File: config.mk
export PLATFORM = sky130hd
export DESIGN_NAME = dgvi_queue
export DESIGN_NICKNAME = d
export VERILOG_FILES = /design/src/design/dgvi_pkg.sv /design/src/design/dgvi_queue.sv
export SDC_FILE = /design/constraint.sdc
export NUM_CORES = 1
export LEC_CHECK = 0
export CAP_MARGIN = 20
export CORE_UTILIZATION = 50
export DETAILED_ROUTE_END_ITERATION = 8
export DONT_BUFFER_PORTS = 1
export PLACE_DENSITY = 0.71
export SLEW_MARGIN = 0
export SYNTH_ARGS = -nofsm -noshare
export SYNTH_HDL_FRONTEND = slang
export SYNTH_SLANG_ARGS = --single-unit
export TNS_END_PERCENT = 1
File: constraint.sdc
create_clock -name clk -period 12.28 [get_ports clk]
set_input_delay 2.456 -clock clk [delete_from_list [all_inputs] [get_ports clk]]
set_output_delay 2.456 -clock clk [all_outputs]
set_load 0.02 [all_outputs]
File: src/design/dgvi_pkg.sv
package dgvi_pkg;

  // Grid size register and effective detail
  localparam int DW = 7;
  // Vertex index fields
  localparam int IDX_W = 12;
  // pi/2 in Q30
  localparam logic [30:0] HALF_PI_Q30 = 31'd1686629713;
  // Serial divider: dividend and divisor widths
  localparam int DIV_W = 38;
  localparam int DVS_W = 9;
  // Taylor terms after the linear one
  localparam logic [3:0] TERMS = 4'd8;

  typedef enum logic [1:0] {
    KIND_QUAD = 2'd0,
    KIND_TRI  = 2'd1,
    KIND_POLE = 2'd2,
    KIND_NONE = 2'd3
  } kind_t;

  // Sine table select
  localparam logic TBL_RING = 1'b0;
  localparam logic TBL_COL  = 1'b1;

  typedef enum logic [3:0] {
    BLD_IDLE,
    BLD_LOAD,
    BLD_ANG_DIV,
    BLD_SQUARE,
    BLD_SQ_SHIFT,
    BLD_TERM_MUL,
    BLD_TERM_LOAD,
    BLD_TERM_DIV,
    BLD_TERM_ACC,
    BLD_WRITE
  } bld_state_t;

  typedef struct packed {
    logic we;
    logic sel;
  } tbl_wr_t;

  typedef struct packed {
    kind_t             kind;
    logic [1:0]        quad;
    logic [DW-1:0]     sth_addr;
    logic [DW-1:0]     cth_addr;
    logic [DW-1:0]     sa_addr;
    logic [DW-1:0]     sb_addr;
    logic [IDX_W-1:0]  tri0_a;
    logic [IDX_W-1:0]  tri0_b;
    logic [IDX_W-1:0]  tri0_c;
    logic [IDX_W-1:0]  tri1_a;
    logic [IDX_W-1:0]  tri1_b;
    logic [IDX_W-1:0]  tri1_c;
  } item_t;

  // Divisor (2k)(2k+1) of Taylor term k
  function automatic logic [DVS_W-1:0] term_div(input logic [3:0] k);
    logic [DVS_W-1:0] dv;
    case (k)
      4'd1:    dv = 9'd6;
      4'd2:    dv = 9'd20;
      4'd3:    dv = 9'd42;
      4'd4:    dv = 9'd72;
      4'd5:    dv = 9'd110;
      4'd6:    dv = 9'd156;
      4'd7:    dv = 9'd210;
      4'd8:    dv = 9'd272;
      default: dv = 9'd1;
    endcase
    return dv;
  endfunction

  // Clamp the register value to [3, cap]
  function automatic logic [DW-1:0] clamp_detail(input logic [DW-1:0] det,
                                                 input logic [DW-1:0] cap);
    logic [DW-1:0] v;
    v = det;
    if (v < 7'd3) v = 7'd3;
    if (v > cap) v = cap;
    return v;
  endfunction

endpackage

File: src/design/dgvi_queue.sv
module dgvi_queue (
  input  logic            clk,
  input  logic            rst_n,
  input  logic            push,
  input  dgvi_pkg::item_t push_item,
  input  logic            pop,
  output dgvi_pkg::item_t head_item,
  output logic            full,
  output logic            empty
);
  import dgvi_pkg::*;

  item_t      slot_r [2];
  logic       wp_r, wp_nxt, rp_r, rp_nxt;
  logic [1:0] cnt_r, cnt_nxt;

  // Advance pointers and fill count
  always_comb begin
    wp_nxt  = push ? ~wp_r : wp_r;
    rp_nxt  = pop ? ~rp_r : rp_r;
    cnt_nxt = cnt_r;
    if (push && !pop) cnt_nxt = cnt_r + 2'd1;
    if (pop && !push) cnt_nxt = cnt_r - 2'd1;
  end

  always_ff @(posedge clk) begin
    if (!rst_n) begin
      wp_r  <= 1'b0;
      rp_r  <= 1'b0;
      cnt_r <= 2'd0;
    end else begin
      wp_r  <= wp_nxt;
      rp_r  <= rp_nxt;
      cnt_r <= cnt_nxt;
    end
  end

  always_ff @(posedge clk) begin
    if (push) slot_r[wp_r] <= push_item;
  end

  assign head_item = slot_r[rp_r];
  assign full      = (cnt_r == 2'd2);
  assign empty     = (cnt_r == 2'd0);

endmodule

==> impl_metrics.tcl <==
set metrics [dict create \
    setup_ws_ns 7.13 \
    drtIter0Drc 203 \
    fp-row-count 45 \
    p_comb_share_pct 9.0 \
    rsz0062_at_grt "no" \
    swShare_pct 21.8 \
    p_clk_share_pct 37.6 \
    min_to "cnt_r[1]$_SDFFE_PN0P_" \
    die-area_mm2 0.0164 \
    insertion_delay_ns 0.48 \
    clock_path_buffers 3 \
    cp_max_fo 55 \
    p_leak_nw 3.01 \
    initial_utilization_pct 51.8 \
    cts.clk_slew.worst_paths_ns 0.06 \
    vias_per_cell 5.36 \
    cts-buffers-inserted 22 \
    drc 0 \
    worstRegToRegCells 2 \
    ys_ff_latch 213 \
    antenna_cells 0 \
    finClkSkew_ns 0.00834 \
    cts-root-buf "clkbuf_16" \
    power_mw 1.61 \
    antenna_found_initial 0 \
    worst_setup_path_end_kind "primary output" \
    slowest_delay_ns 0.87 \
    switchingPower_uw 350 \
    grt_max_degree 77 \
    path_delay_family "flip-flops" \
    ir_drop_mv 0.128 \
    fillCellCount 1132 \
    drive_gt1_share_pct 37.2 \
    synthDistinctLibCells 18 \
    status "complete, no violations" \
    yosys.area.top_type "edfxtp_1" \
    synth_top_area_share_pct 78.4 \
    path_cells "buf_4 -> mux2_2" \
    ant_nets 0 \
    syn_avg_cell_area_um2 23.0 \
    cp_data_arrival_time_ns 2.69 \
    die_y_um 128 \
    netlist_top_cells_area "edfxtp_1, mux2_4, mux2_2" \
    worstMarginPinSlew_ns 1.02 \
    drv_slew 0 \
    rr_endpoint "slot_r[1][49]$_DFFE_PP_" \
    num_io_pins 214 \
    grt_overflow 0 \
    r2r_slack_ns 10.19 \
    io_buffers 0 \
    crit_type "reg2out" \
    p_seq_share_pct 53.4 \
    holdCritStartpoint "cnt_r[1]$_SDFFE_PN0P_" \
    start_kind "flop" \
    min_period_over_period_pct 41.9 \
    cts_tree "yes" \
    ys_seq_area_share_pct 79.7 \
    drv_cap 0 \
    clock-sinks 213 \
    fin_nets 471 \
    synthCells 346 \
    syn-num-nets 455 \
    fmax_mhz 194 \
    slowest_stage "dfxtp_4" \
    cts-resized-gates 0 \
    drtPass1Iterations 6 \
    min_period_ns 5.15 \
    track_usage_pct 15.1 \
    path_buf_inv 1 \
    synth_area_mm2 0.00796 \
    htree_num_levels 1 \
    hold_depth 2 \
    finalHoldViolCount 0 \
    post_cts_buffers 0 \
    coreArea_mm2 0.0154 \
    crit_required_ns 9.82 \
    vias 3146 \
    p_int_mw 1.26 \
    grt_pass1_wl_mm 18.5 \
    area_growth_pct 11.1 \
    dp_slack_ns 7.58 \
    dp_hpwl_mm 8.24 \
    routed_wl_mm 12.7 \
    fp.dieW_um 128 \
    final-setup-viol-count 0 \
    tns_ns 0 \
    max-slew-margin-rel_pct 32.2 \
    cellPowerDensity_mw_per_mm2 182 \
    grt_pass1_vias 3331 \
    wl_per_cell_um 21.6 \
    holdCritPathClass "reg2reg" \
    crit-reg2reg-launch "wp_r$_SDFFE_PN0P_" \
    finalWeightedCongestion 0.687 \
    cts_hold_buf 0 \
    yosys_warnings 0 \
]
## final cells by class
| type | count | area [um2] | share of cell area, % |
|---|---|---|---|
| multi-input combinational | 120 | 1520 | 17.2 |
| sequential | 213 | 6350 | 71.8 |
| clock inverter | 10 | 72.6 | 0.820 |
| clock buffer | 28 | 594 | 6.72 |
| inverter | 1 | 3.75 | 0.0424 |
| tap | 211 | 264 | 2.98 |
| timing repair buffer | 4 | 42.5 | 0.481 |
## layout by cell type, fill, tap and decap left out
| cell | n |
|---|---|
| clkbuf_16 | 23 |
| nor2_1 | 1 |
| xor2_1 | 1 |
| bufinv_16 | 1 |
| nor2_4 | 1 |
| o21a_1 | 1 |
| clkinv_2 | 3 |
| or3_1 | 1 |
| ha_1 | 1 |
| buf_12 | 1 |
| inv_1 | 1 |
| dfxtp_4 | 1 |
| and2_1 | 3 |
| a21boi_1 | 1 |
| edfxtp_1 | 208 |
| clkbuf_1 | 5 |
| buf_4 | 3 |
| nor2b_1 | 1 |
| and2b_2 | 1 |
| dfxtp_1 | 4 |
| clkinv_1 | 5 |
| mux2_2 | 44 |
| xnor2_1 | 2 |
| o21ai_0 | 1 |
| and2_4 | 1 |
| clkinv_4 | 1 |
| mux2_4 | 60 |
## logic make-up after synthesis
group           synth area share, %
flops                          79.7
mux                            17.5
buf+inv                        1.35
simple gates                  0.676
compound gates                0.251
xor+xnor                      0.330
fa+ha+maj                     0.157
## worst register-to-register path, stage by stage, from the launching register on
cell and delay (ns):
dfxtp_1 0.39, and2_4 0.41, buf_4 0.86
## routing by layer
layer | global-route usage [%] | share of wire [%] | up-vias
li1 | - | - | 1399
met1 | 15.7 | 34 | 1545
met2 | 25.2 | 49 | 176
met3 | 9.39 | 14 | 26
met4 | 4.29 | 2.3 | 0
met5 | 0 | 0 | -
## stage by stage
stage	hold WS [ns]	instance area [um2]	util (%)	instances
6_report	0.511	8850	57.5	587
5_1_grt	0.549	8850	57.5	587
4_1_cts	0.520	8830	57.4	586
3_5_place_dp	0.510	8160	53.1	548
3_3_place_gp	0.481	8160	53.1	548
2_1_floorplan	0.466	7960	-	346
## how the worst max path moves through the flow
stage	depth (start not counted)	to	startpoint
2_1_floorplan	2	slot_r[0][0]$_DFFE_PP_	push
3_3_place_gp	2	head_item[102]	flop
3_5_place_dp	2	head_item[102]	flop
4_1_cts	2	head_item[102]	flop
5_1_grt	2	head_item[102]	flop
6_report	2	head_item[102]	flop
## sequential cells by signal (all words and copies together) (netlist names), named ones only
register  count
rp_r          1
cnt_r         2
slot_r      208
wp_r          1
## cell usage after synthesis
cell type / instances
and2b_2: 1
xor2_1: 1
o21a_1: 1
nor2b_1: 1
dfxtp_1: 5
and2_1: 4
mux2_2: 44
mux2_4: 60
a21boi_1: 1
xnor2_1: 2
buf_2: 5
or3_1: 1
ha_1: 1
buf_6: 7
nor2_1: 2
o21ai_0: 1
edfxtp_1: 208
inv_1: 1
## power groups by stage
stage	combinational [mW]	clock (mW)	sequential [mW]
2_1_floorplan	0.139	0	0.866
3_3_place_gp	0.144	0	0.873
3_5_place_dp	0.146	0	0.875
4_1_cts	0.147	0.621	0.860
5_1_grt	0.153	0.651	0.863
6_report	0.145	0.604	0.859
Power figures use the tool's default switching activity.
