`src/design/dgvi_pkg.sv`:
```
package dgvi_pkg;

  // Grid size register and effective detail
  localparam int DW = 7;
  // Vertex index fields
  localparam int IDX_W = 12;
  // pi/2 in Q30
  localparam logic [30:0] HALF_PI_Q30 = 31'd1686629713;
  // Serial divider: dividend and divisor widths
  localparam int DIV_W = 38;
  localparam int DVS_W = 9;
  // Taylor terms after the linear one
  localparam logic [3:0] TERMS = 4'd8;

  typedef enum logic [1:0] {
    KIND_QUAD = 2'd0,
    KIND_TRI  = 2'd1,
    KIND_POLE = 2'd2,
    KIND_NONE = 2'd3
  } kind_t;

  // Sine table select
  localparam logic TBL_RING = 1'b0;
  localparam logic TBL_COL  = 1'b1;

  typedef enum logic [3:0] {
    BLD_IDLE,
    BLD_LOAD,
    BLD_ANG_DIV,
    BLD_SQUARE,
    BLD_SQ_SHIFT,
    BLD_TERM_MUL,
    BLD_TERM_LOAD,
    BLD_TERM_DIV,
    BLD_TERM_ACC,
    BLD_WRITE
  } bld_state_t;

  typedef struct packed {
    logic we;
    logic sel;
  } tbl_wr_t;

  typedef struct packed {
    kind_t             kind;
    logic [1:0]        quad;
    logic [DW-1:0]     sth_addr;
    logic [DW-1:0]     cth_addr;
    logic [DW-1:0]     sa_addr;
    logic [DW-1:0]     sb_addr;
    logic [IDX_W-1:0]  tri0_a;
    logic [IDX_W-1:0]  tri0_b;
    logic [IDX_W-1:0]  tri0_c;
    logic [IDX_W-1:0]  tri1_a;
    logic [IDX_W-1:0]  tri1_b;
    logic [IDX_W-1:0]  tri1_c;
  } item_t;

  // Divisor (2k)(2k+1) of Taylor term k
  function automatic logic [DVS_W-1:0] term_div(input logic [3:0] k);
    logic [DVS_W-1:0] dv;
    case (k)
      4'd1:    dv = 9'd6;
      4'd2:    dv = 9'd20;
      4'd3:    dv = 9'd42;
      4'd4:    dv = 9'd72;
      4'd5:    dv = 9'd110;
      4'd6:    dv = 9'd156;
      4'd7:    dv = 9'd210;
      4'd8:    dv = 9'd272;
      default: dv = 9'd1;
    endcase
    return dv;
  endfunction

  // Clamp the register value to [3, cap]
  function automatic logic [DW-1:0] clamp_detail(input logic [DW-1:0] det,
                                                 input logic [DW-1:0] cap);
    logic [DW-1:0] v;
    v = det;
    if (v < 7'd3) v = 7'd3;
    if (v > cap) v = cap;
    return v;
  endfunction

endpackage

```
`src/design/dgvi_back.sv`:
```
module dgvi_back #(
  parameter int FRAC_BITS = 14,
  parameter int DEPTH     = 65,
  parameter int TAW       = 7
) (
  input  logic                   clk,
  input  logic                   rst_n,
  input  dgvi_pkg::item_t        q_item,
  input  logic                   q_valid,
  output logic                   q_pop,
  input  dgvi_pkg::tbl_wr_t      wr,
  input  logic [TAW-1:0]         wr_addr,
  input  logic [FRAC_BITS:0]     wr_data,
  output logic                   out_valid,
  input  logic                   out_ready,
  output logic [1:0]             out_kind,
  output logic signed [15:0]     out_pos_x,
  output logic signed [15:0]     out_pos_y,
  output logic signed [15:0]     out_pos_z,
  output logic [15:0]            out_tex_u,
  output logic [15:0]            out_tex_v,
  output logic [11:0]            out_tri0_a,
  output logic [11:0]            out_tri0_b,
  output logic [11:0]            out_tri0_c,
  output logic [11:0]            out_tri1_a,
  output logic [11:0]            out_tri1_b,
  output logic [11:0]            out_tri1_c
);
  import dgvi_pkg::*;

  localparam int VW  = FRAC_BITS + 1;
  localparam int PW  = 2 * VW;
  localparam int XW  = FRAC_BITS + 2;
  localparam int OW  = (XW > 16) ? XW : 16;
  localparam logic [PW:0]   RND = (PW+1)'(1) << (FRAC_BITS - 1);
  localparam logic [OW-1:0] ONE = OW'(1) << FRAC_BITS;

  logic [VW-1:0] tbl_ring [DEPTH];
  logic [VW-1:0] tbl_col  [DEPTH];

  logic           en;
  logic           s1_valid_r, s2_valid_r, out_valid_r;
  item_t          s1_item_r, s2_item_r;
  logic [VW-1:0]  th_s_r, th_c_r, al_a_r, al_b_r, y_r;
  logic [VW-1:0]  mag_s, mag_c;
  logic [PW-1:0]  px_r, pz_r;
  logic [PW:0]    px_rnd, pz_rnd;
  logic [XW-1:0]  px, pz;
  logic signed [XW-1:0] xs, zs;
  logic signed [OW-1:0] xe, ze;
  logic [OW-1:0]  ye;

  logic [1:0]  kind_r;
  logic [15:0] pos_x_r, pos_y_r, pos_z_r, tex_u_r, tex_v_r;
  logic [11:0] t0a_r, t0b_r, t0c_r, t1a_r, t1b_r, t1c_r;

  // Whole pipeline advances unless the output is held
  assign en    = !out_valid_r || out_ready;
  assign q_pop = en && q_valid;

  always_ff @(posedge clk) begin
    if (!rst_n) begin
      s1_valid_r  <= 1'b0;
      s2_valid_r  <= 1'b0;
      out_valid_r <= 1'b0;
    end else if (en) begin
      s1_valid_r  <= q_valid;
      s2_valid_r  <= s1_valid_r;
      out_valid_r <= s2_valid_r;
    end
  end

  // Sine tables: written by the builder, two registered reads each
  always_ff @(posedge clk) begin
    if (wr.we && wr.sel == TBL_RING) tbl_ring[wr_addr] <= wr_data;
    if (en) begin
      th_s_r <= tbl_ring[q_item.sth_addr[TAW-1:0]];
      th_c_r <= tbl_ring[q_item.cth_addr[TAW-1:0]];
    end
  end

  always_ff @(posedge clk) begin
    if (wr.we && wr.sel == TBL_COL) tbl_col[wr_addr] <= wr_data;
    if (en) begin
      al_a_r <= tbl_col[q_item.sa_addr[TAW-1:0]];
      al_b_r <= tbl_col[q_item.sb_addr[TAW-1:0]];
    end
  end

  // Stage 2: pick azimuth magnitudes and multiply
  always_comb begin
    mag_s = s1_item_r.quad[0] ? al_b_r : al_a_r;
    mag_c = s1_item_r.quad[0] ? al_a_r : al_b_r;
  end

  always_ff @(posedge clk) begin
    if (en) begin
      s1_item_r <= q_item;
      s2_item_r <= s1_item_r;
      px_r      <= PW'(th_s_r) * PW'(mag_s);
      pz_r      <= PW'(th_s_r) * PW'(mag_c);
      y_r       <= th_c_r;
    end
  end

  // Stage 3: round half up on magnitudes, then apply the sign
  always_comb begin
    px_rnd = ((PW+1)'(px_r) + RND) >> FRAC_BITS;
    pz_rnd = ((PW+1)'(pz_r) + RND) >> FRAC_BITS;
    px     = px_rnd[XW-1:0];
    pz     = pz_rnd[XW-1:0];
    xs     = (s2_item_r.quad[1] == 1'b0) ? -signed'(px) : signed'(px);
    zs     = (s2_item_r.quad == 2'd0 || s2_item_r.quad == 2'd3) ?
             -signed'(pz) : signed'(pz);
    xe     = OW'(xs);
    ze     = OW'(zs);
    ye     = OW'(y_r);
  end

  always_ff @(posedge clk) begin
    if (en) begin
      kind_r <= s2_item_r.kind;
      t0a_r  <= s2_item_r.tri0_a;
      t0b_r  <= s2_item_r.tri0_b;
      t0c_r  <= s2_item_r.tri0_c;
      t1a_r  <= s2_item_r.tri1_a;
      t1b_r  <= s2_item_r.tri1_b;
      t1c_r  <= s2_item_r.tri1_c;
      if (s2_item_r.kind == KIND_NONE) begin
        pos_x_r <= '0;
        pos_y_r <= '0;
        pos_z_r <= '0;
        tex_u_r <= '0;
        tex_v_r <= '0;
      end else begin
        pos_x_r <= xe[15:0];
        pos_y_r <= ye[15:0];
        pos_z_r <= ze[15:0];
        tex_u_r <= 16'(xe + signed'(ONE));
        tex_v_r <= 16'(ze + signed'(ONE));
      end
    end
  end

  assign out_valid  = out_valid_r;
  assign out_kind   = kind_r;
  assign out_pos_x  = signed'(pos_x_r);
  assign out_pos_y  = signed'(pos_y_r);
  assign out_pos_z  = signed'(pos_z_r);
  assign out_tex_u  = tex_u_r;
  assign out_tex_v  = tex_v_r;
  assign out_tri0_a = t0a_r;
  assign out_tri0_b = t0b_r;
  assign out_tri0_c = t0c_r;
  assign out_tri1_a = t1a_r;
  assign out_tri1_b = t1b_r;
  assign out_tri1_c = t1c_r;

endmodule

```
`config.mk`:
```
export PLATFORM = sky130hd
export DESIGN_NAME = dgvi_back
export DESIGN_NICKNAME = d
export VERILOG_FILES = /design/src/design/dgvi_pkg.sv /design/src/design/dgvi_back.sv
export SDC_FILE = /design/constraint.sdc
export NUM_CORES = 2
export LEC_CHECK = 0
export ABC_AREA = 1
export BUFFER_PORTS_ARGS = -buffer_cell sky130_fd_sc_hd__buf_2
export CAP_MARGIN = 20
export CORE_ASPECT_RATIO = 1.75
export CORE_MARGIN = 2
export CORE_UTILIZATION = 40
export CTS_BUF_LIST = sky130_fd_sc_hd__clkbuf_8
export CTS_CLUSTER_SIZE = 30
export DETAILED_ROUTE_END_ITERATION = 8
export SLEW_MARGIN = 20
export SYNTH_ARGS = -nofsm -noshare
export SYNTH_HDL_FRONTEND = slang
export SYNTH_SLANG_ARGS = --single-unit
```
`constraint.sdc`:
```
create_clock -name clk -period 9.34 [get_ports clk]
set_clock_uncertainty 0.1 [all_clocks]
set_input_delay 0 -clock clk [delete_from_list [all_inputs] [get_ports clk]]
set_output_delay 0 -clock clk [all_outputs]
set_load 0.05 [all_outputs]
```
==> summary.md <==
| Metric | Value |
|---|---|
| Synth top area share | `56.6%` |
| WL per Instance | `26.6 um` |
| Peak supply drop | `0.687 mV` |
| Clk sinks | `2339` |
| Postcts setup bufs | `0` |
| Most common cell after layout, fill and taps aside | `nor2_1` |
| Detailed placer's ending HPWL | `278 mm` |
| #FFs+latches synth | `2339` |
| Initial antenna violation count | `21` |
| Kind of critical path | `reg -> reg` |
| Switching share of power | `43.8%` |
| Status | `finished with violations` |
| Failing checks | `DRC` |
| Biggest area consumer among synthesized cells | `edfxtp_1` |
| Area grow syn2layout | `11.3%` |
| Synthesized Nets | `13400` |
| Combinational Power Share | `50.8%` |
| Overall Power | `43.1 mW` |
| Cell mode on critical path | `fa_1` |
| Post-placement cell area | `129000 um2` |
| Delay-heaviest family, CP | `adder cells` |
| Sequential share of the synthesized area | `56.7%` |
| Share of cells above drive strength 1 | `8.81%` |
| DIE HEIGHT | `740 um` |
| Clk root buf | `clkbuf_8` |
| Fmax achieved | `0.138 GHz` |
| Mapped Area | `124000 um2` |
| Synth Flop Type | `edfxtp_1` |
| Max Root-Sink Buffers | `4` |
| Crit path arrival time | `7840 ps` |
| Synthesized area per cell | `9.70 um2` |
| Cells after Synth | `12800` |
| Fin worst setup slack | `2090 ps` |
| CP peak stage delay | `650 ps` |
| Register share of total power | `29.8%` |
| Die W | `425 um` |
| NetSw | `18.9 mW` |
| CTS tree | `built` |
| Pwr per Cell Area | `313 nW/um2` |
| Initial Util | `40.1%` |
| Core area | `308000 um2` |
| Post-Place Cells | `16400` |
| Clk_lat worst skew | `1080 ps` |
| I/O Pins | `288` |
| Post-Layout Cell Count | `17300` |
| TNS Setup | `0 ps` |
| Slew margin rel. | `22.5%` |
| Initial drt markers | `13600` |
| Cts bufs inserted | `350` |
| WP depth | `23` |
| CP bufs+invs | `5` |
| # fillers | `29100` |
| Setup violators final | `0` |
| Clock network power share | `19.4%` |
| Top cells by area, synth | `edfxtp_1 (57%), o21ai_0 (7.9%), nor2_1 (7.5%), fa_1 (5.4%), nand2_1 (5.1%)` |
| Max Fanout on Critical Path | `29` |
| # DRC | `1` |
| Vias in the first global route | `101000` |
| Grt total ovfl | `0` |
| Antenna viol nets, final | `0` |
| Asr flop ratio synth | `0%` |
| Period minus WS final | `7250 ps` |
| Clock-pin slew on the worst setup and hold paths | `60 ps` |
| Lkg Pwr | `50.5 nW` |
| Die footprint | `314000 um2` |
| Design area | `138000 um2` |
| # port buffers | `286` |
| Worst path required time | `9930 ps` |
| DR vias/cell | `5.99` |
| Internal power | `24.3 mW` |
| Highest-count cells in the layout ignoring fill and taps | `nor2_1 (2422), edfxtp_1 (2336), o21ai_0 (1957)` |
| R2R cell count | `23` |
| Row count | `270` |
| First-pass GRT wire length | `662 mm` |
| GRT Overall Usage | `28.3%` |
| DP Worst Slack | `2270 ps` |
| Hold Path Class | `in -> reg` |
| H-tree levels | `5` |
| Largest net degree at the start of global routing | `166` |
| Synth warnings | `0` |
| Setup crit start kind | `flop` |
| MaxCap Viol Count | `0` |
| Final clock period utilization by the worst path | `77.6%` |
| Unrepaired setup endpoints after global routing | `false` |
| CP Capture Type | `flop` |
| Hold Path Stages | `2` |
| CP cell instances | `inv_2, or2_2, o21ai_1, nor2_1, fa_1, inv_1, fa_1, inv_1, fa_1, fa_1, fa_1, inv_1, fa_1, inv_1, ha_1, a21oi_1, o21ai_0, o21bai_1, a21oi_1, nor2_1, nand2_1, nand2_1, xor2_1` |
| DR pass1 iterations | `9` |
| Final wirelength | `460 mm` |
| Nets | `13600` |
| Hold Vio Cnt, Final | `0` |
| Worst slew pin tran | `1160 ps` |
| Vias | `104000` |
| Placer congestion estimate | `0.974` |
| Slew Limit Fails | `0` |
| Post-synth EDFFs | `2336` |
| Worst path slowest cell | `edfxtp_1` |
| Unique masters post-synth | `51` |
-- cell usage after synthesis (70+ instances only) --
| library cell | number |
|---|---|
| inv_1 | 606 |
| ha_1 | 186 |
| o22ai_1 | 960 |
| nor3_1 | 70 |
| nor2_1 | 2467 |
| a21oi_1 | 202 |
| o21ai_0 | 1965 |
| clkbuf_1 | 594 |
| fa_1 | 332 |
| nand3_1 | 770 |
| nand2_1 | 1696 |
| buf_2 | 237 |
| edfxtp_1 | 2336 |
-- cells by family (layout without fill, tap and decap cells) --
kind of cell    Yosys count  count (layout)  synth area share, %
mux                       1               1              0.00808
simple gates           5079            5079                 16.4
other cells               1              20              0.00303
flops                  2339            2339                 56.7
fa+ha+maj               518             518                 7.25
buf+inv                1582            2013                 5.26
compound gates         3208            3208                 14.1
xor+xnor                 36              36                0.255
-- power by group through the flow --
| stage | combinational [mW] | sequential [mW] | clock, mW |
|---|---|---|---|
| after CTS | 21.8 | 12.9 | 8.45 |
| after global routing | 24.4 | 12.9 | 8.85 |
| after global placement | 21.7 | 13.1 | 0 |
| final | 21.9 | 12.9 | 8.35 |
| after floorplan | 15.2 | 13.4 | 0 |
| after detailed placement | 21.7 | 13.1 | 0 |
-- metrics by stage --
stage | utilization (%) | hold WS, ps
6_report | 44.7 | 22.2
5_1_grt | 44.7 | 57.8
4_1_cts | 44.7 | 0.987
3_5_place_dp | 41.8 | 78.2
3_3_place_gp | 41.8 | 76.7
2_1_floorplan | - | -1.13
-- final timing paths --
kind | startpoint | to | slack (ps)
worst min-delay path | wr_data[6] | tbl_ring[36][6]$_DFFE_PP_ | 20
worst max-delay path | s1_item_r[100]$_DFFE_PN_ | pz_r[24]$_DFFE_PN_ | 2090
worst min register to register | s2_item_r[24]$_DFFE_PN_ | out_tri1_a[0]$_DFFE_PN_ | 290
worst max register to register | s1_item_r[100]$_DFFE_PN_ | pz_r[24]$_DFFE_PN_ | 2090
-- sequential cells by signal (all words and copies together), names as in the netlist, 16 cells and up --
name       count
tbl_col      975
tbl_ring     975
s1_item_r     76
s2_item_r     76
px_r          17
pz_r          17
out_pos_x     16
out_pos_z     16
-- layer usage --
metal	share of wire [%]	GRT usage, %	wire length (um)
met3	9.2	4.50	42600
met2	48	47.5	222000
met1	34	31.9	154000
met5	0.011	0	51
met4	9.0	22.4	41500
-- layout make-up --
class / count / area, um2 / share of cell area [%]
repair buffers: 759 / 5930 / 4.30
multi-input cells: 8843 / 47500 / 34.4
clock buffers: 363 / 5000 / 3.62
well taps: 4080 / 5100 / 3.70
flip-flops and latches: 2339 / 70200 / 50.9
clock inverters: 260 / 1650 / 1.19
diodes: 19 / 47.5 / 0.0345
inverters: 631 / 2450 / 1.78
-- repair_timing --
item | CTS | global route
hold buffers | 219 | 0
endpoints found under the hold margin | 3258 | 0
resized for setup | 0 | 0
No activity file was read; power rests on OpenSTA's default activity.
