===== src/design/dgvi_pkg.sv =====
package dgvi_pkg;

  // Grid size register and effective detail
  localparam int DW = 7;
  // Vertex index fields
  localparam int IDX_W = 12;
  // pi/2 in Q30
  localparam logic [30:0] HALF_PI_Q30 = 31'd1686629713;
  // Serial divider: dividend and divisor widths
  localparam int DIV_W = 38;
  localparam int DVS_W = 9;
  // Taylor terms after the linear one
  localparam logic [3:0] TERMS = 4'd8;

  typedef enum logic [1:0] {
    KIND_QUAD = 2'd0,
    KIND_TRI  = 2'd1,
    KIND_POLE = 2'd2,
    KIND_NONE = 2'd3
  } kind_t;

  // Sine table select
  localparam logic TBL_RING = 1'b0;
  localparam logic TBL_COL  = 1'b1;

  typedef enum logic [3:0] {
    BLD_IDLE,
    BLD_LOAD,
    BLD_ANG_DIV,
    BLD_SQUARE,
    BLD_SQ_SHIFT,
    BLD_TERM_MUL,
    BLD_TERM_LOAD,
    BLD_TERM_DIV,
    BLD_TERM_ACC,
    BLD_WRITE
  } bld_state_t;

  typedef struct packed {
    logic we;
    logic sel;
  } tbl_wr_t;

  typedef struct packed {
    kind_t             kind;
    logic [1:0]        quad;
    logic [DW-1:0]     sth_addr;
    logic [DW-1:0]     cth_addr;
    logic [DW-1:0]     sa_addr;
    logic [DW-1:0]     sb_addr;
    logic [IDX_W-1:0]  tri0_a;
    logic [IDX_W-1:0]  tri0_b;
    logic [IDX_W-1:0]  tri0_c;
    logic [IDX_W-1:0]  tri1_a;
    logic [IDX_W-1:0]  tri1_b;
    logic [IDX_W-1:0]  tri1_c;
  } item_t;

  // Divisor (2k)(2k+1) of Taylor term k
  function automatic logic [DVS_W-1:0] term_div(input logic [3:0] k);
    logic [DVS_W-1:0] dv;
    case (k)
      4'd1:    dv = 9'd6;
      4'd2:    dv = 9'd20;
      4'd3:    dv = 9'd42;
      4'd4:    dv = 9'd72;
      4'd5:    dv = 9'd110;
      4'd6:    dv = 9'd156;
      4'd7:    dv = 9'd210;
      4'd8:    dv = 9'd272;
      default: dv = 9'd1;
    endcase
    return dv;
  endfunction

  // Clamp the register value to [3, cap]
  function automatic logic [DW-1:0] clamp_detail(input logic [DW-1:0] det,
                                                 input logic [DW-1:0] cap);
    logic [DW-1:0] v;
    v = det;
    if (v < 7'd3) v = 7'd3;
    if (v > cap) v = cap;
    return v;
  endfunction

endpackage


===== src/design/dgvi_front.sv =====
module dgvi_front (
  input  logic [5:0]            ring,
  input  logic [5:0]            column,
  input  logic [dgvi_pkg::DW-1:0] det,
  output dgvi_pkg::item_t       item
);
  import dgvi_pkg::*;

  logic [6:0]  ring7, col7, d1, c1, col_inc;
  logic [8:0]  q9, dx1, dx2, dx3, sub, rem9;
  logic [1:0]  quad;
  logic        outside;
  logic [12:0] base, next_row;
  logic [13:0] pole;

  // Split the azimuth into quadrant and remainder with three compares
  always_comb begin
    ring7 = {1'b0, ring};
    col7  = {1'b0, column};
    d1    = det - 7'd1;
    q9    = {1'b0, column, 2'b00};
    dx1   = {2'b00, det};
    dx2   = {1'b0, det, 1'b0};
    dx3   = dx1 + dx2;
    if (q9 >= dx3) begin
      quad = 2'd3;
      sub  = dx3;
    end else if (q9 >= dx2) begin
      quad = 2'd2;
      sub  = dx2;
    end else if (q9 >= dx1) begin
      quad = 2'd1;
      sub  = dx1;
    end else begin
      quad = 2'd0;
      sub  = 9'd0;
    end
    rem9 = q9 - sub;
  end

  // Row bases, pole index, outside flag and wrapped neighbour column
  always_comb begin
    col_inc  = col7 + 7'd1;
    c1       = (col_inc == det) ? 7'd0 : col_inc;
    base     = 13'(ring7) * 13'(det);
    next_row = base + 13'(det);
    pole     = 14'(det) * 14'(d1);
    outside  = (ring7 >= det) || (col7 >= det) || ((ring7 == d1) && (col7 != 7'd0));
  end

  // Classify and build the triangle indices
  always_comb begin
    item          = '0;
    item.quad     = quad;
    item.sth_addr = d1 - ring7;
    item.cth_addr = ring7;
    item.sa_addr  = rem9[6:0];
    item.sb_addr  = det - rem9[6:0];
    if (outside) begin
      item.kind = KIND_NONE;
    end else if (ring7 == d1) begin
      item.kind = KIND_POLE;
    end else if (ring7 == d1 - 7'd1) begin
      item.kind   = KIND_TRI;
      item.tri0_a = 12'(base + 13'(col7));
      item.tri0_b = pole[11:0];
      item.tri0_c = 12'(base + 13'(c1));
    end else begin
      item.kind   = KIND_QUAD;
      item.tri0_a = 12'(base + 13'(col7));
      item.tri0_b = 12'(next_row + 13'(col7));
      item.tri0_c = 12'(next_row + 13'(c1));
      item.tri1_a = 12'(base + 13'(col7));
      item.tri1_b = 12'(next_row + 13'(c1));
      item.tri1_c = 12'(base + 13'(c1));
    end
  end

endmodule


===== config.mk =====
export PLATFORM = sky130hd
export DESIGN_NAME = dgvi_front
export DESIGN_NICKNAME = d
export VERILOG_FILES = /design/src/design/dgvi_pkg.sv /design/src/design/dgvi_front.sv
export SDC_FILE = /design/constraint.sdc
export NUM_CORES = 1
export LEC_CHECK = 0
export BUFFER_PORTS_ARGS = -buffer_cell sky130_fd_sc_hd__buf_2
export CORE_UTILIZATION = 47
export DETAILED_ROUTE_END_ITERATION = 16
export PLACE_DENSITY_LB_ADDON = 0.25
export SYNTH_ARGS = -nofsm -noshare
export SYNTH_HDL_FRONTEND = slang
export SYNTH_SLANG_ARGS = --single-unit

===== constraint.sdc =====
create_clock -name vclk -period 5
set_input_delay 0.25 -clock vclk [all_inputs]
set_output_delay 0.25 -clock vclk [all_outputs]
set_load 0.02 [all_outputs]

==> metrics.md, run 1 <==
| Metric | Value |
|---|---|
| Status | `finished, violations left` |
| Violated checks | `negative setup slack` |
| Min Clock Period, post-route | `about 5.1 ns` |
| Seq Cell Count | `0` |
| Syn_area_per_cell | `7.57 sq um` |
| PwrDens | `about 620 mW/mm^2` |
| Area growth syn-to-layout | `42.5%` |
| Routed WL per cell | `15.9 um` |
| Post-route DRC | `0` |
| Row cnt | `between 40 and 50` |
| Overflow after GRT | `0` |
| Most common cell in the netlist | `ha_1` |
| YS warnings | `0` |
| Total number of vias | `7405` |
| Cell family with most CP delay | `compound AO/OA/AOI/OAI gates` |
| GRT Total Usage | `~27%` |
| Pre-Repair DR Iteration Count | `5` |
| Total Die Area | `roughly 0.015 sq mm` |
| Flip-flop and latch area | `0 sq um` |
| Pleak | `around 5.1 nW` |
| WL final | `~22 mm` |
| GP Congestion | `about 0.95` |
| # hold bufs at CTS | `0` |
| Final ANT Viol Nets | `0` |
| Post-DP HPWL | `17.7 mm` |
| Initial antenna violation count | `0` |
| Worst setup SP type | `input pin` |
| Count of different cell masters after synthesis | `65` |
| Utilization after layout | `about 69%` |
| Rel. slew slack | `48.2%` |
| RSZ-0062 raised after global routing | `yes` |
| Post-synth top area share | `27.0%` |
| Die Span Y | `approximately 120 um` |
| Post-Synthesis Cell Area | `0.00703 sq mm` |
| CP Data Required Time | `~4.8 ns` |
| Worst vdd ir | `slightly below 0.6 mV` |
| Initial core utilization | `about half` |
| Final Hold Violating Endpoints | `0` |
| First-pass GRT wire length | `between 30 and 40 mm` |
| Max Slew Vio Count | `0` |
| Sequential cell area fraction in the yosys report | `0%` |
| WP data arrival | `4.82 ns` |
| Die Wd | `approximately 120 um` |
| NumNets Final | `1418` |
| Largest net degree at the start of global routing | `41` |
| Worst Tran Pin Value | `between 0.7 and 0.8 ns` |
| Synth Instances | `roughly 930` |
| Vias in the first global route | `about 7200` |
| Largest cells by area after synthesis | `ha_1 (27%), fa_1 (15%), xnor2_1 (8.6%)` |
| WP depth | `30` |
| Worst Hold End | `item[88]` |
| Layout cells sized above 1 | `36.4%` |
| Final hold slack | `around 0.77 ns` |
| Post-Place Worst Slack | `-0.269 ns` |
| Top cell type by total area after synthesis | `ha_1` |
| Hold path depth | `2` |
| Launch point of the worst path | `det[0]` |
| Post-DP Area | `0.00913 sq mm` |
| Net Count, Synth | `between 1000 and 1500` |
| Commonest cells post-synth | `ha_1 (152), nor2_1 (128), inv_1 (121), xnor2_1 (69), nand2_1 (66)` |
| Hold path startpoint | `ring[2]` |
| Slowest stage cell on the critical path | `a221o_1` |
| Final Power | `between 0.006 and 0.007 W` |
| I/O Buffers | `about 120` |
| Final Instance Area | `between 0.01 and 0.015 sq mm` |
| I/O pin count | `between 100 and 150` |
| Crit end category | `primary output` |
| Worst Hold Class | `input pin to primary output` |
| Vias/cell | `5.37` |
| Setup-failing EPs final | `5` |
| Crit path kind | `input pin to primary output` |
| Crit path largest cell delay | `around 0.40 ns` |
| Peak fanout along the critical path | `8` |
| Clock buffer count | `0` |
| Core ar. | `0.0146 sq mm` |
| Period utilisation layout | `101%` |
| Max Fclk | `197 MHz` |
| Number of diodes | `0` |
| Max_cap viols | `0` |
| Setup WS post-layout | `-0.0710 ns` |
| Critical path buffer and inverter count | `6` |
| DR iter-0 viols | `~320` |
-- cells in the final DEF, fill, tap and decap left out, types with 6 or more instances in the layout --
cell type,instances
inv_1,100
o21ai_1,7
o21ai_0,19
ha_1,124
a21o_1,26
inv_2,13
buf_4,169
buf_2,101
xor2_1,26
fa_1,49
nor3_1,12
buf_6,20
and3_1,6
xnor2_2,15
a21oi_1,33
o21bai_1,9
nand3_1,12
nand2_1,62
nor2b_1,14
a21oi_2,11
nor2_1,119
ha_2,6
nand2b_1,8
a211oi_1,8
nor2_2,7
o21a_1,7
ha_4,22
and2_1,7
xnor2_1,55
-- layer usage --
layer	wire [um]	GRT usage, %
met1	9840	36.3
met2	10400	47.4
met3	1060	1.42
met4	708	7.09
met5	0	0
-- layout make-up --
cell class	count	area (sq um)
Inverter	122	497
Multi-Input combinational cell	778	7230
Timing Repair Buffer	294	2070
Tap cell	184	230
Fill cell	1219	4570
-- where the power goes --
| part | internal [W] | switching, W | total, W |
|---|---|---|---|
| Clock | 0 | 0 | 0 |
| Sequential | 0 | 0 | 0 |
| Combinational | 0.00290 | 0.00336 | 0.00626 |
| Total | 0.00290 | 0.00336 | 0.00626 |
-- kinds of logic after synthesis --
family	after synthesis	synth area share, %
xor gates and xnor gates	103	13.3
and+or+nand+nor	292	19.0
other	1	0.0533
AOI/OAI and AO/OA	176	17.1
muxes	3	0.427
buffers and inverters	151	8.54
adders and majority gates	203	41.6
-- worst max-delay path by stage --
stage               end  slack, ns
2_1_floorplan  item[59]      0.007
3_5_place_dp   item[78]      -0.27
5_1_grt        item[78]      -0.27
6_report       item[78]      -0.07
4_1_cts        item[78]     -0.006
3_3_place_gp   item[78]      -0.25
-- what timing repair did --
action / CTS / global route
pin swaps: 41 / 39
setup endpoints to repair: 19 / 24
buffers inserted: 12 / 11
resized for setup: 73 / 92
-- stage by stage --
stage	TNS, ns	instances
after detailed placement	-3.33	1355
after global routing	-2.85	1378
final	-0.209	1378
after floorplan	0	929
after CTS	-0.0100	1367
after global placement	-2.00	1355
Note: power is estimated with default switching activity, not from simulation.
==> inputs of run 2 (changes only) <==
Settings changed: MAX_ROUTING_LAYER set to met4.
==> run 2 against run 1 <==
Effect of this change: the run still ends with negative setup slack left; sequential share of layout area did not move; worst setup slack improved by 0.067 ns; largest cell class unchanged; wire length rose by 0.82%.
==> metrics.md, run 2 (synthesis results as in run 1) <==
| Metric | Value |
|---|---|
| Status | `finished, violations left` |
| Violated checks | `negative setup slack` |
| Worst vdd ir | `around 0.50 mV` |
| NumNets Final | `approximately 1400` |
| Crit path top cell by count | `fa_1` |
| Final ANT Viol Nets | `0` |
| Seq Cell Count | `0` |
| Pre-Repair DR Iteration Count | `5` |
| Crit path largest cell delay | `approximately 0.53 ns` |
| Worst Tran Pin Value | `a little over 0.7 ns` |
| RSZ-0062 raised after global routing | `yes` |
| Peak fanout along the critical path | `5` |
| Setup WS post-layout | `-0.00444 ns` |
| Clock power share | `0%` |
| Total Die Area | `0.0155 sq mm` |
| Crit path kind | `input pin to primary output` |
| Largest net degree at the start of global routing | `a little over 40` |
| Row cnt | `44` |
| Die Span Y | `about 120 um` |
| Critical path buffer and inverter count | `8` |
| Gate power share | `100.0%` |
| Crit end category | `primary output` |
| PwrDens | `~630 mW/mm^2` |
| Post-route DRC | `0` |
| Post-DP HPWL | `approximately 18 mm` |
| Flip-flop and latch area | `0 sq um` |
| Initial antenna violation count | `0` |
| Layout filler cell count | `about 1200` |
| Die Wd | `between 100 and 150 um` |
| # hold bufs at CTS | `0` |
| GRT Total Usage | `around 28%` |
| P_sw | `around 0.0034 W` |
| Max_cap viols | `0` |
| CP Data Required Time | `between 4 and 5 ns` |
| WL final | `~22 mm` |
| Worst path cell trace | `buf_8 > clkinvlp_4 > nor2_4 > fa_1 > inv_2 > fa_1 > fa_1 > inv_2 > ha_4 > a21oi_4 > xnor2_4 > ha_4 > or3_1 > a311o_1 > buf_4 > a21oi_2 > buf_4 > a211oi_4 > buf_6 > a41oi_2 > xnor2_2 > o22ai_2 > buf_6` |
| Cell Int Power | `0.00296 W` |
| Vias in the first global route | `7036` |
| GP Congestion | `around 0.96` |
| WP depth | `23` |
| Worst Hold Class | `input pin to primary output` |
| Period utilisation layout | `100%` |
| Max Slew Vio Count | `0` |
| Rel. slew slack | `approximately half` |
| Cell Count, Final, Fillers Out | `roughly 1400` |
| Final Hold Violating Endpoints | `0` |
| Area growth syn-to-layout | `43.3%` |
| Post-Place Worst Slack | `-0.267 ns` |
| Sequential Power Share | `0%` |
| First-pass GRT wire length | `34.8 mm` |
| Most frequent cells in the layout | `buf_4 (170), ha_1 (122), nor2_1 (115)` |
| Clock buffer count | `0` |
| Cell family with most CP delay | `adder cells` |
| Cells after DPL | `~1400` |
| Layout cells sized above 1 | `~37%` |
| Final Power | `0.00638 W` |
| Overflow after GRT | `0` |
| Pleak | `between 5 and 6 nW` |
| Initial core utilization | `48.2%` |
| Core ar. | `between 0.01 and 0.015 sq mm` |
| Slowest stage cell on the critical path | `fa_1` |
| I/O Buffers | `122` |
| DR iter-0 viols | `between 300 and 400` |
| Launch point of the worst path | `det[4]` |
| Min Clock Period, post-route | `between 5 and 6 ns` |
| WP data arrival | `approximately 4.8 ns` |
| Vias/cell | `about 5.3` |
| Setup_tns | `-0.00554 ns` |
| Routed WL per cell | `about 16 um` |
| Max Fclk | `roughly 200 MHz` |
| Worst setup SP type | `input pin` |
| Setup crit end | `item[47]` |
| Most common cell after layout, fill and taps aside | `buf_4` |
| Total number of vias | `about 7400` |
| Sw Share | `53.6%` |
| Number of diodes | `0` |
| I/O pin count | `123` |
| Setup-failing EPs final | `2` |
==> run 2: changes by cell type in the layout (fill, tap and decap cells not counted), sizes merged <==
cell	before	now
buf	294	292
==> run 2: layer usage <==
| metal | track usage [%] | part of all wire [%] | vias to the layer above |
|---|---|---|---|
| met5 | - | 0 | - |
| met4 | 5.10 | 2.5 | 0 |
| met3 | 0.687 | 5.0 | 41 |
| met2 | 47.3 | 47 | 231 |
| met1 | 37.9 | 45 | 3437 |
| li1 | - | - | 3646 |
==> run 2: worst min-delay path by stage <==
stage | startpoint | cells after the start | to | slack [ns]
after floorplan | ring[0] | 1 | item[86] | 0.61
after global placement | ring[2] | 2 | item[88] | 0.79
after detailed placement | ring[2] | 2 | item[88] | 0.80
after CTS | ring[2] | 2 | item[88] | 0.81
after global routing | ring[2] | 2 | item[88] | 0.78
final | ring[2] | 2 | item[88] | 0.77
==> run 2: stage by stage <==
| step | utilization (%) | hold WS, ns | instance area, sq um |
|---|---|---|---|
| 6_report | 69.0 | 0.775 | 10100 |
| 3_3_place_gp | 62.7 | 0.795 | 9150 |
| 4_1_cts | 64.8 | 0.813 | 9460 |
| 3_5_place_dp | 62.7 | 0.801 | 9150 |
| 2_1_floorplan | - | 0.613 | 7350 |
| 5_1_grt | 69.0 | 0.779 | 10100 |
==> run 2: power by group through the flow <==
stage	Sequential, W	Clock, W	Combinational, W
2_1_floorplan	0	0	0.00365
3_3_place_gp	0	0	0.00540
3_5_place_dp	0	0	0.00545
4_1_cts	0	0	0.00574
5_1_grt	0	0	0.00689
6_report	0	0	0.00638
==> run 2: cell type report <==
| cell class | instances | area, sq um | area share (%) |
|---|---|---|---|
| inverter | 122 | 497 | 4.93 |
| timing repair buffer | 292 | 2050 | 20.4 |
| tap | 184 | 230 | 2.29 |
| multi-input combinational | 778 | 7290 | 72.4 |
==> run 2: repair_timing <==
action                                  4_1_cts  5_1_grt
setup buffers                                11        8
resized for setup                            66      114
endpoints found under the setup margin       19       24
pin swaps                                    40       72
